==> src/rtl/miex_pkg.sv <==
// Shared types and constants for the MIPS I integer execute unit.
`timescale 1ns / 1ps
package miex_pkg;
   localparam int RegWidth = 32;
   localparam int RegDepth = 32;

   localparam logic [2:0] EXC_NONE     = 3'd0;
   localparam logic [2:0] EXC_OVERFLOW = 3'd1;
   localparam logic [2:0] EXC_RESERVED = 3'd2;
   localparam logic [2:0] EXC_COP      = 3'd3;
   localparam logic [2:0] EXC_SYSCALL  = 3'd4;
   localparam logic [2:0] EXC_BREAK    = 3'd5;

   localparam logic [5:0] OP_SPECIAL = 6'd0;
   localparam logic [5:0] OP_REGIMM  = 6'd1;
   localparam logic [5:0] OP_J       = 6'd2;
   localparam logic [5:0] OP_JAL     = 6'd3;
   localparam logic [5:0] OP_BEQ     = 6'd4;
   localparam logic [5:0] OP_BNE     = 6'd5;
   localparam logic [5:0] OP_BLEZ    = 6'd6;
   localparam logic [5:0] OP_BGTZ    = 6'd7;
   localparam logic [5:0] OP_ADDI    = 6'd8;
   localparam logic [5:0] OP_ADDIU   = 6'd9;
   localparam logic [5:0] OP_SLTI    = 6'd10;
   localparam logic [5:0] OP_SLTIU   = 6'd11;
   localparam logic [5:0] OP_ANDI    = 6'd12;
   localparam logic [5:0] OP_ORI     = 6'd13;
   localparam logic [5:0] OP_XORI    = 6'd14;
   localparam logic [5:0] OP_LUI     = 6'd15;
   localparam logic [5:0] OP_COP0    = 6'd16;
   localparam logic [5:0] OP_COP1    = 6'd17;
   localparam logic [5:0] OP_COP2    = 6'd18;
   localparam logic [5:0] OP_COP3    = 6'd19;
   localparam logic [5:0] OP_LB      = 6'd32;
   localparam logic [5:0] OP_LH      = 6'd33;
   localparam logic [5:0] OP_LWL     = 6'd34;
   localparam logic [5:0] OP_LW      = 6'd35;
   localparam logic [5:0] OP_LBU     = 6'd36;
   localparam logic [5:0] OP_LHU     = 6'd37;
   localparam logic [5:0] OP_LWR     = 6'd38;
   localparam logic [5:0] OP_SB      = 6'd40;
   localparam logic [5:0] OP_SH      = 6'd41;
   localparam logic [5:0] OP_SWL     = 6'd42;
   localparam logic [5:0] OP_SW      = 6'd43;
   localparam logic [5:0] OP_SWR     = 6'd46;
   localparam logic [5:0] OP_LWC0    = 6'd48;
   localparam logic [5:0] OP_LWC1    = 6'd49;
   localparam logic [5:0] OP_LWC2    = 6'd50;
   localparam logic [5:0] OP_LWC3    = 6'd51;
   localparam logic [5:0] OP_SWC0    = 6'd56;
   localparam logic [5:0] OP_SWC1    = 6'd57;
   localparam logic [5:0] OP_SWC2    = 6'd58;
   localparam logic [5:0] OP_SWC3    = 6'd59;

   localparam logic [4:0] RT_BLTZ    = 5'd0;
   localparam logic [4:0] RT_BGEZ    = 5'd1;
   localparam logic [4:0] RT_BLTZAL  = 5'd16;
   localparam logic [4:0] RT_BGEZAL  = 5'd17;

   localparam logic [5:0] FN_SLL     = 6'd0;
   localparam logic [5:0] FN_SRL     = 6'd2;
   localparam logic [5:0] FN_SRA     = 6'd3;
   localparam logic [5:0] FN_SLLV    = 6'd4;
   localparam logic [5:0] FN_SRLV    = 6'd6;
   localparam logic [5:0] FN_SRAV    = 6'd7;
   localparam logic [5:0] FN_JR      = 6'd8;
   localparam logic [5:0] FN_JALR    = 6'd9;
   localparam logic [5:0] FN_SYSCALL = 6'd12;
   localparam logic [5:0] FN_BREAK   = 6'd13;
   localparam logic [5:0] FN_MFHI    = 6'd16;
   localparam logic [5:0] FN_MTHI    = 6'd17;
   localparam logic [5:0] FN_MFLO    = 6'd18;
   localparam logic [5:0] FN_MTLO    = 6'd19;
   localparam logic [5:0] FN_MULT    = 6'd24;
   localparam logic [5:0] FN_MULTU   = 6'd25;
   localparam logic [5:0] FN_DIV     = 6'd26;
   localparam logic [5:0] FN_DIVU    = 6'd27;
   localparam logic [5:0] FN_ADD     = 6'd32;
   localparam logic [5:0] FN_ADDU    = 6'd33;
   localparam logic [5:0] FN_SUB     = 6'd34;
   localparam logic [5:0] FN_SUBU    = 6'd35;
   localparam logic [5:0] FN_AND     = 6'd36;
   localparam logic [5:0] FN_OR      = 6'd37;
   localparam logic [5:0] FN_XOR     = 6'd38;
   localparam logic [5:0] FN_NOR     = 6'd39;
   localparam logic [5:0] FN_SLT     = 6'd42;
   localparam logic [5:0] FN_SLTU    = 6'd43;

   typedef struct packed {
      logic capture;
      logic exec;
      logic iter;
      logic fix;
      logic commit;
   } cmd_type;

   typedef struct packed {
      logic long_op;
   } status_type;
endpackage

==> src/rtl/miex_if.sv <==
// Request and response channel interfaces.
`timescale 1ns / 1ps
interface miex_req_if;
   logic        valid;
   logic        ready;
   logic [31:0] instr_word;
   logic [31:0] instr_address;
   modport source(output valid, instr_word, instr_address, input ready);
   modport sink(input valid, instr_word, instr_address, output ready);
endinterface

interface miex_rsp_if;
   logic        valid;
   logic        ready;
   logic        wb_enable;
   logic [4:0]  wb_reg;
   logic [31:0] wb_value;
   logic        branch_taken;
   logic [31:0] branch_target;
   logic [2:0]  exception_code;
   logic [1:0]  cop_number;
   logic        memory_request;
   modport source(output valid, wb_enable, wb_reg, wb_value, branch_taken, branch_target,
                  exception_code, cop_number, memory_request, input ready);
   modport sink(input valid, wb_enable, wb_reg, wb_value, branch_taken, branch_target,
                exception_code, cop_number, memory_request, output ready);
endinterface

==> src/rtl/mips_integer_execute_unit_core.sv <==
// Top level of the MIPS I integer execute unit.
// Executes one MIPS I instruction per request transaction against a 32 x 32
// register file (r0 reads zero) and HI/LO, and returns one response transaction
// with the register write, branch redirect, exception and memory-access flag.
// One instruction is in flight at a time: after a request is accepted the unit
// steps through register-file read, execute and commit, and the response is
// registered at commit; the next request is accepted once it is back in idle.
// MULT/MULTU and DIV/DIVU that enter the one-bit-per-cycle loop add 32 iterations
// and a sign fix between execute and commit.
// A divide by zero and the signed divide overflow take the short path.
// The response register lets the next request be accepted while a response waits;
// that instruction then holds in its commit cycle until the response is taken.
`timescale 1ns / 1ps
module mips_integer_execute_unit_core (
   input logic       clock,
   input logic       reset,
   miex_req_if.sink  req_chan,
   miex_rsp_if.source rsp_chan
);
   miex_pkg::cmd_type    cmd;
   miex_pkg::status_type status;

   miex_ctrl u_ctrl (
      .clock     (clock),
      .reset     (reset),
      .req_valid (req_chan.valid),
      .req_ready (req_chan.ready),
      .rsp_valid (rsp_chan.valid),
      .rsp_ready (rsp_chan.ready),
      .status    (status),
      .cmd       (cmd)
   );

   miex_dp u_dp (
      .clock              (clock),
      .reset              (reset),
      .req_instr_word     (req_chan.instr_word),
      .req_instr_address  (req_chan.instr_address),
      .cmd                (cmd),
      .status             (status),
      .rsp_wb_enable      (rsp_chan.wb_enable),
      .rsp_wb_reg         (rsp_chan.wb_reg),
      .rsp_wb_value       (rsp_chan.wb_value),
      .rsp_branch_taken   (rsp_chan.branch_taken),
      .rsp_branch_target  (rsp_chan.branch_target),
      .rsp_exception_code (rsp_chan.exception_code),
      .rsp_cop_number     (rsp_chan.cop_number),
      .rsp_memory_request (rsp_chan.memory_request)
   );
endmodule

==> src/rtl/miex_ram.sv <==
// Generic RAM, one write port and two registered read ports.
`timescale 1ns / 1ps
module miex_ram #(
   parameter int WIDTH = 32,
   parameter int DEPTH = 32
) (
   input  logic                     clock,
   input  logic                     wr_en,
   input  logic [$clog2(DEPTH)-1:0] wr_addr,
   input  logic [WIDTH-1:0]         wr_data,
   input  logic [$clog2(DEPTH)-1:0] rd_addr_a,
   output logic [WIDTH-1:0]         rd_data_a,
   input  logic [$clog2(DEPTH)-1:0] rd_addr_b,
   output logic [WIDTH-1:0]         rd_data_b
);
   logic [WIDTH-1:0] mem [DEPTH];

   always_ff @(posedge clock) begin
      if (wr_en) mem[wr_addr] <= wr_data;
      rd_data_a <= mem[rd_addr_a];
      rd_data_b <= mem[rd_addr_b];
   end
endmodule

==> src/rtl/miex_ctrl.sv <==
// Sequencing state machine for the execute unit.
`timescale 1ns / 1ps
module miex_ctrl (
   input  logic                clock,
   input  logic                reset,
   input  logic                req_valid,
   output logic                req_ready,
   output logic                rsp_valid,
   input  logic                rsp_ready,
   input  miex_pkg::status_type status,
   output miex_pkg::cmd_type   cmd
);
   localparam logic [2:0] ST_IDLE = 3'd0;
   localparam logic [2:0] ST_READ = 3'd1;
   localparam logic [2:0] ST_EXEC = 3'd2;
   localparam logic [2:0] ST_ITER = 3'd3;
   localparam logic [2:0] ST_FIX  = 3'd4;
   localparam logic [2:0] ST_DONE = 3'd5;

   logic [2:0] state_ff, state_in;
   logic [4:0] count_ff, count_in;
   logic       valid_ff, valid_in;
   logic       out_free;

   assign out_free  = !valid_ff || rsp_ready;
   assign req_ready = (state_ff == ST_IDLE);
   assign rsp_valid = valid_ff;

   always_comb begin
      state_in = state_ff;
      count_in = count_ff;
      valid_in = valid_ff && !rsp_ready;
      cmd = '0;
      unique case (state_ff)
         ST_IDLE: begin
            cmd.capture = req_valid;
            if (req_valid) state_in = ST_READ;
         end
         ST_READ: state_in = ST_EXEC;
         ST_EXEC: begin
            cmd.exec = 1'b1;
            count_in = '0;
            state_in = status.long_op ? ST_ITER : ST_DONE;
         end
         ST_ITER: begin
            cmd.iter = 1'b1;
            count_in = count_ff + 5'd1;
            if (count_ff == 5'd31) state_in = ST_FIX;
         end
         ST_FIX: begin
            cmd.fix  = 1'b1;
            state_in = ST_DONE;
         end
         ST_DONE: begin
            if (out_free) begin
               cmd.commit = 1'b1;
               valid_in   = 1'b1;
               state_in   = ST_IDLE;
            end
         end
         default: state_in = ST_IDLE;
      endcase
   end

   always_ff @(posedge clock) begin
      if (reset) begin
         state_ff <= ST_IDLE;
         count_ff <= '0;
         valid_ff <= 1'b0;
      end else begin
         state_ff <= state_in;
         count_ff <= count_in;
         valid_ff <= valid_in;
      end
   end
endmodule

==> src/rtl/miex_dp.sv <==
// Datapath: register file, ALU, branch logic, HI/LO and iterative multiply/divide.
`timescale 1ns / 1ps
module miex_dp (
   input  logic                 clock,
   input  logic                 reset,
   input  logic [31:0]          req_instr_word,
   input  logic [31:0]          req_instr_address,
   input  miex_pkg::cmd_type    cmd,
   output miex_pkg::status_type status,
   output logic                 rsp_wb_enable,
   output logic [4:0]           rsp_wb_reg,
   output logic [31:0]          rsp_wb_value,
   output logic                 rsp_branch_taken,
   output logic [31:0]          rsp_branch_target,
   output logic [2:0]           rsp_exception_code,
   output logic [1:0]           rsp_cop_number,
   output logic                 rsp_memory_request
);
   logic [31:0] instr_ff, addr_ff;
   logic [31:0] valid_bits_ff;
   logic        va_ff, vb_ff;
   logic [31:0] ram_a, ram_b, a, b;
   logic [63:0] hilo_ff, hilo_in;
   logic [31:0] hi_acc_ff, lo_acc_ff, opnd_ff;
   logic        is_div_ff, neg_q_ff, neg_r_ff;

   logic        wen_ff, taken_ff, mem_ff;
   logic [4:0]  wreg_ff;
   logic [31:0] wval_ff, tgt_ff;
   logic [2:0]  exc_ff;
   logic [1:0]  cop_ff;

   logic        wen, taken, mem, long_op, div_op, neg_q, neg_r;
   logic [4:0]  wreg;
   logic [31:0] wval, tgt, ma, mb;
   logic [2:0]  exc;
   logic [1:0]  cop;
   logic [5:0]  op, fn;
   logic [4:0]  rs, rt, rd, sa;
   logic [31:0] simm, imm, btgt, link, sum, dif, simm_sum;
   logic        commit_we;

   miex_ram #(.WIDTH(miex_pkg::RegWidth), .DEPTH(miex_pkg::RegDepth)) u_regs (
      .clock     (clock),
      .wr_en     (commit_we),
      .wr_addr   (wreg_ff),
      .wr_data   (wval_ff),
      .rd_addr_a (rs),
      .rd_data_a (ram_a),
      .rd_addr_b (rt),
      .rd_data_b (ram_b)
   );

   assign commit_we = cmd.commit && wen_ff;
   assign a = va_ff ? ram_a : '0;
   assign b = vb_ff ? ram_b : '0;

   assign op   = instr_ff[31:26];
   assign rs   = instr_ff[25:21];
   assign rt   = instr_ff[20:16];
   assign rd   = instr_ff[15:11];
   assign sa   = instr_ff[10:6];
   assign fn   = instr_ff[5:0];
   assign imm  = {16'd0, instr_ff[15:0]};
   assign simm = {{16{instr_ff[15]}}, instr_ff[15:0]};
   assign btgt = addr_ff + 32'd4 + {simm[29:0], 2'b00};
   assign link = addr_ff + 32'd8;
   assign sum  = a + b;
   assign dif  = a - b;
   assign simm_sum = a + simm;
   assign ma   = a[31] ? -a : a;
   assign mb   = b[31] ? -b : b;

   always_comb begin
      wen = 1'b0; wreg = '0; wval = '0; taken = 1'b0; tgt = '0;
      exc = miex_pkg::EXC_NONE; cop = '0; mem = 1'b0;
      long_op = 1'b0; div_op = 1'b0; neg_q = 1'b0; neg_r = 1'b0;
      hilo_in = hilo_ff;
      unique case (op)
         miex_pkg::OP_SPECIAL: begin
            unique case (fn)
               miex_pkg::FN_SLL:  begin wen = 1'b1; wreg = rd; wval = b << sa; end
               miex_pkg::FN_SRL:  begin wen = 1'b1; wreg = rd; wval = b >> sa; end
               miex_pkg::FN_SRA:  begin wen = 1'b1; wreg = rd; wval = $signed(b) >>> sa; end
               miex_pkg::FN_SLLV: begin wen = 1'b1; wreg = rd; wval = b << a[4:0]; end
               miex_pkg::FN_SRLV: begin wen = 1'b1; wreg = rd; wval = b >> a[4:0]; end
               miex_pkg::FN_SRAV: begin
                  wen = 1'b1; wreg = rd; wval = $signed(b) >>> a[4:0];
               end
               miex_pkg::FN_JR: begin taken = 1'b1; tgt = {a[31:2], 2'b00}; end
               miex_pkg::FN_JALR: begin
                  taken = 1'b1; tgt = {a[31:2], 2'b00};
                  wen = 1'b1; wreg = rd; wval = link;
               end
               miex_pkg::FN_SYSCALL: exc = miex_pkg::EXC_SYSCALL;
               miex_pkg::FN_BREAK:   exc = miex_pkg::EXC_BREAK;
               miex_pkg::FN_MFHI: begin wen = 1'b1; wreg = rd; wval = hilo_ff[63:32]; end
               miex_pkg::FN_MTHI: hilo_in = {a, hilo_ff[31:0]};
               miex_pkg::FN_MFLO: begin wen = 1'b1; wreg = rd; wval = hilo_ff[31:0]; end
               miex_pkg::FN_MTLO: hilo_in = {hilo_ff[63:32], a};
               miex_pkg::FN_MULT: begin long_op = 1'b1; neg_q = a[31] ^ b[31]; end
               miex_pkg::FN_MULTU: long_op = 1'b1;
               miex_pkg::FN_DIV: begin
                  if (b == '0) begin
                     hilo_in = {a, (a[31] ? 32'd1 : 32'hFFFF_FFFF)};
                  end else if (a == 32'h8000_0000 && b == 32'hFFFF_FFFF) begin
                     hilo_in = {32'd0, 32'h8000_0000};
                  end else begin
                     long_op = 1'b1; div_op = 1'b1;
                     neg_q = a[31] ^ b[31]; neg_r = a[31];
                  end
               end
               miex_pkg::FN_DIVU: begin
                  if (b == '0) hilo_in = {a, 32'hFFFF_FFFF};
                  else begin long_op = 1'b1; div_op = 1'b1; end
               end
               miex_pkg::FN_ADD: begin
                  if (~(a[31] ^ b[31]) & (a[31] ^ sum[31])) exc = miex_pkg::EXC_OVERFLOW;
                  else begin wen = 1'b1; wreg = rd; wval = sum; end
               end
               miex_pkg::FN_ADDU: begin wen = 1'b1; wreg = rd; wval = sum; end
               miex_pkg::FN_SUB: begin
                  if ((a[31] ^ b[31]) & (a[31] ^ dif[31])) exc = miex_pkg::EXC_OVERFLOW;
                  else begin wen = 1'b1; wreg = rd; wval = dif; end
               end
               miex_pkg::FN_SUBU: begin wen = 1'b1; wreg = rd; wval = dif; end
               miex_pkg::FN_AND:  begin wen = 1'b1; wreg = rd; wval = a & b; end
               miex_pkg::FN_OR:   begin wen = 1'b1; wreg = rd; wval = a | b; end
               miex_pkg::FN_XOR:  begin wen = 1'b1; wreg = rd; wval = a ^ b; end
               miex_pkg::FN_NOR:  begin wen = 1'b1; wreg = rd; wval = ~(a | b); end
               miex_pkg::FN_SLT: begin
                  wen = 1'b1; wreg = rd; wval = {31'd0, $signed(a) < $signed(b)};
               end
               miex_pkg::FN_SLTU: begin wen = 1'b1; wreg = rd; wval = {31'd0, a < b}; end
               default: exc = miex_pkg::EXC_RESERVED;
            endcase
         end
         miex_pkg::OP_REGIMM: begin
            if (rt == miex_pkg::RT_BLTZ || rt == miex_pkg::RT_BGEZ ||
                rt == miex_pkg::RT_BLTZAL || rt == miex_pkg::RT_BGEZAL) begin
               taken = a[31] ^ rt[0];
               tgt   = btgt;
               if (rt[4]) begin wen = 1'b1; wreg = 5'd31; wval = link; end
            end else begin
               exc = miex_pkg::EXC_RESERVED;
            end
         end
         miex_pkg::OP_J: begin
            taken = 1'b1; tgt = {addr_ff[31:28], instr_ff[25:0], 2'b00};
         end
         miex_pkg::OP_JAL: begin
            taken = 1'b1; tgt = {addr_ff[31:28], instr_ff[25:0], 2'b00};
            wen = 1'b1; wreg = 5'd31; wval = link;
         end
         miex_pkg::OP_BEQ:  begin taken = (a == b); tgt = btgt; end
         miex_pkg::OP_BNE:  begin taken = (a != b); tgt = btgt; end
         miex_pkg::OP_BLEZ: begin taken = a[31] || (a == '0); tgt = btgt; end
         miex_pkg::OP_BGTZ: begin taken = !a[31] && (a != '0); tgt = btgt; end
         miex_pkg::OP_ADDI: begin
            if (~(a[31] ^ simm[31]) & (a[31] ^ simm_sum[31])) exc = miex_pkg::EXC_OVERFLOW;
            else begin wen = 1'b1; wreg = rt; wval = simm_sum; end
         end
         miex_pkg::OP_ADDIU: begin wen = 1'b1; wreg = rt; wval = simm_sum; end
         miex_pkg::OP_SLTI: begin
            wen = 1'b1; wreg = rt; wval = {31'd0, $signed(a) < $signed(simm)};
         end
         miex_pkg::OP_SLTIU: begin wen = 1'b1; wreg = rt; wval = {31'd0, a < simm}; end
         miex_pkg::OP_ANDI: begin wen = 1'b1; wreg = rt; wval = a & imm; end
         miex_pkg::OP_ORI:  begin wen = 1'b1; wreg = rt; wval = a | imm; end
         miex_pkg::OP_XORI: begin wen = 1'b1; wreg = rt; wval = a ^ imm; end
         miex_pkg::OP_LUI:  begin wen = 1'b1; wreg = rt; wval = {instr_ff[15:0], 16'd0}; end
         miex_pkg::OP_COP0, miex_pkg::OP_COP1, miex_pkg::OP_COP2, miex_pkg::OP_COP3,
         miex_pkg::OP_LWC0, miex_pkg::OP_LWC1, miex_pkg::OP_LWC2, miex_pkg::OP_LWC3,
         miex_pkg::OP_SWC0, miex_pkg::OP_SWC1, miex_pkg::OP_SWC2, miex_pkg::OP_SWC3: begin
            exc = miex_pkg::EXC_COP; cop = op[1:0];
         end
         miex_pkg::OP_LB, miex_pkg::OP_LH, miex_pkg::OP_LWL, miex_pkg::OP_LW,
         miex_pkg::OP_LBU, miex_pkg::OP_LHU, miex_pkg::OP_LWR, miex_pkg::OP_SB,
         miex_pkg::OP_SH, miex_pkg::OP_SWL, miex_pkg::OP_SW, miex_pkg::OP_SWR: mem = 1'b1;
         default: exc = miex_pkg::EXC_RESERVED;
      endcase
      if (!taken) tgt = '0;
      if (!wen || wreg == 5'd0) begin wen = 1'b0; wreg = '0; wval = '0; end
   end

   assign status.long_op = long_op;

   // shift-add multiply / restoring divide on magnitudes
   logic [32:0] madd, dsub;
   logic [63:0] prod_fix;
   assign madd = {1'b0, hi_acc_ff} + (lo_acc_ff[0] ? {1'b0, opnd_ff} : 33'd0);
   assign dsub = {hi_acc_ff, lo_acc_ff[31]} - {1'b0, opnd_ff};
   assign prod_fix = neg_q_ff ? -{hi_acc_ff, lo_acc_ff} : {hi_acc_ff, lo_acc_ff};

   always_ff @(posedge clock) begin
      if (cmd.capture) begin
         instr_ff <= req_instr_word;
         addr_ff  <= req_instr_address;
         va_ff    <= valid_bits_ff[req_instr_word[25:21]];
         vb_ff    <= valid_bits_ff[req_instr_word[20:16]];
      end
      if (cmd.exec) begin
         wen_ff <= wen; wreg_ff <= wreg; wval_ff <= wval;
         taken_ff <= taken; tgt_ff <= tgt; exc_ff <= exc; cop_ff <= cop; mem_ff <= mem;
         is_div_ff <= div_op; neg_q_ff <= neg_q; neg_r_ff <= neg_r;
         hi_acc_ff <= '0;
         if (fn == miex_pkg::FN_MULTU || fn == miex_pkg::FN_DIVU) begin
            lo_acc_ff <= div_op ? a : b;
            opnd_ff   <= div_op ? b : a;
         end else begin
            lo_acc_ff <= div_op ? ma : mb;
            opnd_ff   <= div_op ? mb : ma;
         end
      end
      if (cmd.iter) begin
         if (is_div_ff) begin
            hi_acc_ff <= dsub[32] ? {hi_acc_ff[30:0], lo_acc_ff[31]} : dsub[31:0];
            lo_acc_ff <= {lo_acc_ff[30:0], ~dsub[32]};
         end else begin
            hi_acc_ff <= madd[32:1];
            lo_acc_ff <= {madd[0], lo_acc_ff[31:1]};
         end
      end
      if (cmd.commit) begin
         rsp_wb_enable      <= wen_ff;
         rsp_wb_reg         <= wreg_ff;
         rsp_wb_value       <= wval_ff;
         rsp_branch_taken   <= taken_ff;
         rsp_branch_target  <= tgt_ff;
         rsp_exception_code <= exc_ff;
         rsp_cop_number     <= cop_ff;
         rsp_memory_request <= mem_ff;
      end
   end

   always_ff @(posedge clock) begin
      if (reset) begin
         hilo_ff       <= '0;
         valid_bits_ff <= '0;
      end else begin
         if (cmd.exec) hilo_ff <= hilo_in;
         if (cmd.fix) begin
            if (is_div_ff)
               hilo_ff <= {(neg_r_ff ? -hi_acc_ff : hi_acc_ff),
                           (neg_q_ff ? -lo_acc_ff : lo_acc_ff)};
            else
               hilo_ff <= prod_fix;
         end
         if (commit_we) valid_bits_ff[wreg_ff] <= 1'b1;
      end
   end
endmodule
==> src/flat_wrapper.sv <==
// flat-port wrapper written by rule: the top's interface ports become plain ports
module mips_integer_execute_unit_core_flat 
  (clock, reset, req_chan_valid, req_chan_instr_word, req_chan_instr_address, req_chan_ready, rsp_chan_valid, rsp_chan_wb_enable, rsp_chan_wb_reg, rsp_chan_wb_value, rsp_chan_branch_taken, rsp_chan_branch_target, rsp_chan_exception_code, rsp_chan_cop_number, rsp_chan_memory_request, rsp_chan_ready);
  miex_req_if req_chan_i ();
  miex_rsp_if rsp_chan_i ();
  input logic clock;
  input logic reset;
  input wire logic [$bits(req_chan_i.valid)-1:0] req_chan_valid;
  input wire logic [$bits(req_chan_i.instr_word)-1:0] req_chan_instr_word;
  input wire logic [$bits(req_chan_i.instr_address)-1:0] req_chan_instr_address;
  output wire logic [$bits(req_chan_i.ready)-1:0] req_chan_ready;
  output wire logic [$bits(rsp_chan_i.valid)-1:0] rsp_chan_valid;
  output wire logic [$bits(rsp_chan_i.wb_enable)-1:0] rsp_chan_wb_enable;
  output wire logic [$bits(rsp_chan_i.wb_reg)-1:0] rsp_chan_wb_reg;
  output wire logic [$bits(rsp_chan_i.wb_value)-1:0] rsp_chan_wb_value;
  output wire logic [$bits(rsp_chan_i.branch_taken)-1:0] rsp_chan_branch_taken;
  output wire logic [$bits(rsp_chan_i.branch_target)-1:0] rsp_chan_branch_target;
  output wire logic [$bits(rsp_chan_i.exception_code)-1:0] rsp_chan_exception_code;
  output wire logic [$bits(rsp_chan_i.cop_number)-1:0] rsp_chan_cop_number;
  output wire logic [$bits(rsp_chan_i.memory_request)-1:0] rsp_chan_memory_request;
  input wire logic [$bits(rsp_chan_i.ready)-1:0] rsp_chan_ready;
  assign req_chan_i.valid = req_chan_valid;
  assign req_chan_i.instr_word = req_chan_instr_word;
  assign req_chan_i.instr_address = req_chan_instr_address;
  assign req_chan_ready = req_chan_i.ready;
  assign rsp_chan_valid = rsp_chan_i.valid;
  assign rsp_chan_wb_enable = rsp_chan_i.wb_enable;
  assign rsp_chan_wb_reg = rsp_chan_i.wb_reg;
  assign rsp_chan_wb_value = rsp_chan_i.wb_value;
  assign rsp_chan_branch_taken = rsp_chan_i.branch_taken;
  assign rsp_chan_branch_target = rsp_chan_i.branch_target;
  assign rsp_chan_exception_code = rsp_chan_i.exception_code;
  assign rsp_chan_cop_number = rsp_chan_i.cop_number;
  assign rsp_chan_memory_request = rsp_chan_i.memory_request;
  assign rsp_chan_i.ready = rsp_chan_ready;
  mips_integer_execute_unit_core u_core (.clock(clock), .reset(reset), .req_chan(req_chan_i), .rsp_chan(rsp_chan_i));
endmodule
==> config.mk <==
export PLATFORM = sky130hd
export DESIGN_NAME = mips_integer_execute_unit_core_flat
export DESIGN_NICKNAME = d
export VERILOG_FILES = /design/src/rtl/miex_pkg.sv /design/src/rtl/miex_if.sv /design/src/rtl/mips_integer_execute_unit_core.sv /design/src/rtl/miex_ram.sv /design/src/rtl/miex_ctrl.sv /design/src/rtl/miex_dp.sv /design/src/flat_wrapper.sv
export SDC_FILE = /design/constraint.sdc
export NUM_CORES = 2
export LEC_CHECK = 0
export BUFFER_PORTS_ARGS = -buffer_cell sky130_fd_sc_hd__buf_4
export CAP_MARGIN = 40
export CORE_UTILIZATION = 25
export CTS_CLUSTER_DIAMETER = 80
export DETAILED_ROUTE_END_ITERATION = 7
export GPL_TIMING_DRIVEN = 0
export PLACE_DENSITY = 0.51
export SLEW_MARGIN = 20
export SYNTH_ARGS = -nofsm -noshare
export SYNTH_HDL_FRONTEND = slang
export SYNTH_HIERARCHICAL = 1
export SYNTH_SLANG_ARGS = --single-unit
==> constraint.sdc <==
create_clock -name clock -period 15.31 [get_ports clock]
set_input_delay 1.531 -clock clock [delete_from_list [all_inputs] [get_ports clock]]
set_output_delay 1.531 -clock clock [all_outputs]
set_load 0.005 [all_outputs]
==> impl_metrics.env <==
export IMPL_grt_pass1_wl_um=653000
export IMPL_pwr_share_seq_pct=37.5
export IMPL_avgViaCountPerCell=5.69
export IMPL_hold_viol_final=0
export IMPL_reg2reg_depth=20
export IMPL_syn_to_final_growth_pct=18.3
export IMPL_dieArea_um2=372000
export IMPL_grt_max_degree=57
export IMPL_required_ns=15.85
export IMPL_ys_seq_area_share_pct=47.3
export IMPL_drv_cap=0
export IMPL_p_leak_uw=0.0397
export IMPL_switching_share_pct=36.3
export IMPL_yosys_area_top_type_share_pct=43.6
export IMPL_synthTopCellsByArea="edfxtp_1 (44%), mux2i_1 (13%), dfxtp_1 (3.7%), ha_1 (3.4%), a21oi_1 (3.2%)"
export IMPL_fin_util_pct=29.8
export IMPL_p_int_uw=8300
export IMPL_vias=81700
export IMPL_synth_avg_cell_area_um2=10.6
export IMPL_fin_area_um2=109000
export IMPL_overflow=0
export IMPL_holdBufCountCts=0
export IMPL_die_x_um=610
export IMPL_cts_buffers=177
export IMPL_cts_sinks=1512
export IMPL_worstMarginPinSlew_ns=1.02
export IMPL_place_ws_ns=5.33
export IMPL_die_h_um=610
export IMPL_cts_setup_buffers=0
export IMPL_relSlewSlack_pct=31.8
export IMPL_ant_nets=0
export IMPL_clk_pin_slew_worst_paths_ns=0.06
export IMPL_cts_tree="yes"
export IMPL_setup_viol=0
export IMPL_post_route_period_util_pct=70.3
export IMPL_row_count=222
export IMPL_top_register="u_core/u_dp/u_regs/mem"
export IMPL_hpwl_um=384000
export IMPL_crit_chain="buf_4 > buf_4 > buf_2 > buf_2 > clkbuf_1 > clkbuf_1 > nand2_1 > inv_1 > ha_1 > nor4_1 > nand2_1 > a311oi_1 > nor3_1 > o211ai_1 > nor4_1 > nor3b_2 > buf_2 > clkbuf_1 > a221oi_1 > a21oi_2"
export IMPL_reg_top3="u_core/u_dp/u_regs/mem x1024, u_core/u_dp/hilo_ff x64"
export IMPL_grt_setup_unrepaired="no"
export IMPL_layout_drive_gt1_share_pct=12.1
export IMPL_nets=9579
export IMPL_cp_slowest_cell="inv_1"
export IMPL_timing_fmax_mhz=93.0
export IMPL_clockPowerShare_pct=33.0
export IMPL_io_buffers=145
export IMPL_syn_nets=9015
export IMPL_drt_pass1_iterations=8
export IMPL_cts_htree_levels=4
export IMPL_critPathTopFamily="buffers and inverters"
export IMPL_crit_cells=20
export IMPL_crit_arrival_ns=11.30
export IMPL_synth_edf_count=1343
export IMPL_synthesis_area_um2=92400
export IMPL_violations="DRC"
export IMPL_status="finished with violations"
export IMPL_yosysMostFrequentCell="edfxtp_1"
export IMPL_initial_core_util_pct=25.2
export IMPL_worst_hold_slack_ns=0.395
export IMPL_drcViolationCount=4
export IMPL_async_flop_share_pct=0
export IMPL_drtIter0Drc=10200
export IMPL_synth_flop_cell="edfxtp_1"
export IMPL_p_comb_share_pct=29.5
export IMPL_setup_ws_ns=4.55
export IMPL_pin_count=147
export IMPL_max_vdd_ir_drop_mv=0.0977
export IMPL_synth_common_cells="edfxtp_1 (1,343), mux2i_1 (1,202), nand2_1 (684)"
export IMPL_cp_max_fo=10
export IMPL_wl_per_cell_um=33.8
export IMPL_routed_wl_um=486000
export IMPL_largest_reg_flops=1024
export IMPL_hold_class="reg2reg"
export IMPL_clk_latency_ns=0.87
export IMPL_syn_inst=8695
export IMPL_cts_resized=0
export IMPL_cp_start_kind="flop"
export IMPL_end_kind="flop"
export IMPL_synth_yosys_warnings=6
export IMPL_first_global_vias=78300
export IMPL_finalMaxSlewViolations=0
export IMPL_yosys_area_top_type="edfxtp_1"
export IMPL_path_buf_inv=9
export IMPL_placed_area_um2=103000
export IMPL_max_stage_delay_ns=0.87
export IMPL_p_per_area_nw_per_um2=119
export IMPL_fin_total_pwr_uw=13000
export IMPL_antenna_found_initial=53
export IMPL_min_path_cells=0
export IMPL_p_sw_uw=4730
export IMPL_synth_distinct_cells=111
export IMPL_min_period_ns=10.76
export IMPL_grt_usage_pct=25.0
export IMPL_gp_congestion=1.09
export IMPL_crit_type="reg2reg"
export IMPL_skew_ns=0.0893
export IMPL_cts_max_path_buffers=4
export IMPL_ctsRootBufferMaster="clkbuf_16"
export IMPL_synth_seq_cells=1512
export IMPL_coreArea_um2=367000
==> logic make-up after synthesis <==
group,Yosys count,synth area share [%]
mux,1277,14.3
simple gates,2297,11.8
xor+xnor,291,2.76
buf+inv,840,4.23
flops,1512,47.3
fa+ha+maj,253,3.45
compound gates,2225,16.2
==> per-layer routing <==
layer  track usage [%]  routed length (um)  up-vias
met5                 0                 205        -
met4              14.4               32900       26
met3              5.07               41100     1197
met2              39.8              218000     4769
met1              31.5              194000    41100
li1                  -                   -    34500
==> final timing paths <==
| kind | start | endpoint | slack (ns) |
|---|---|---|---|
| worst max register to register | u_core/u_dp/va_ff | u_core/u_dp/wval_ff[8] | 4.55 |
| worst min register to register | u_core/u_dp/mem_ff | u_core/u_dp/rsp_memory_request | 0.39 |
| worst min-delay path | u_core/u_dp/mem_ff | u_core/u_dp/rsp_memory_request | 0.39 |
| worst max-delay path | u_core/u_dp/va_ff | u_core/u_dp/wval_ff[8] | 4.55 |
==> placed cells by master, fill, tap and decap left out, drive strengths merged, types with 273 or more instances in the layout <==
cell type  instances
a21oi            596
buf              654
clkbuf           595
edfxtp          1343
mux2i           1202
nand2            686
nand3            312
nor2             524
nor3             273
o21ai            350
==> per-stage QoR <==
stage / instances / setup TNS, ns
after floorplan: 8695 / 0
after global placement: 13800 / -79.73
after detailed placement: 14000 / 0
after CTS: 14300 / 0
after global routing: 14300 / 0
final: 14400 / 0
==> final cells by class <==
cell class | count | area, um^2
antenna | 26 | 65.1
buffer | 638 | 3190
sequential | 1512 | 43700
timing repair buffer | 385 | 4410
clock buffer | 229 | 4850
multi-input combinational | 6343 | 45300
inverter | 202 | 758
fill | 37800 | 258000
clock inverter | 88 | 930
tap | 4928 | 6170
==> power groups by stage <==
stage | combinational (uW) | clock [uW] | sequential [uW]
after floorplan | 2060 | 0 | 4800
after global placement | 3540 | 0 | 5000
after detailed placement | 3670 | 0 | 4960
after CTS | 3690 | 4370 | 4870
after global routing | 3930 | 4520 | 4870
final | 3850 | 4290 | 4880
==> worst reg2reg max path, delay by kind of cell, from the launching register on <==
family          cells  cell delay, ns
compound gates      4            2.02
simple gates        6            2.36
flops               1            0.66
fa+ha+maj           1            0.41
buf+inv             9            5.02
Power figures use the tool's default switching activity.
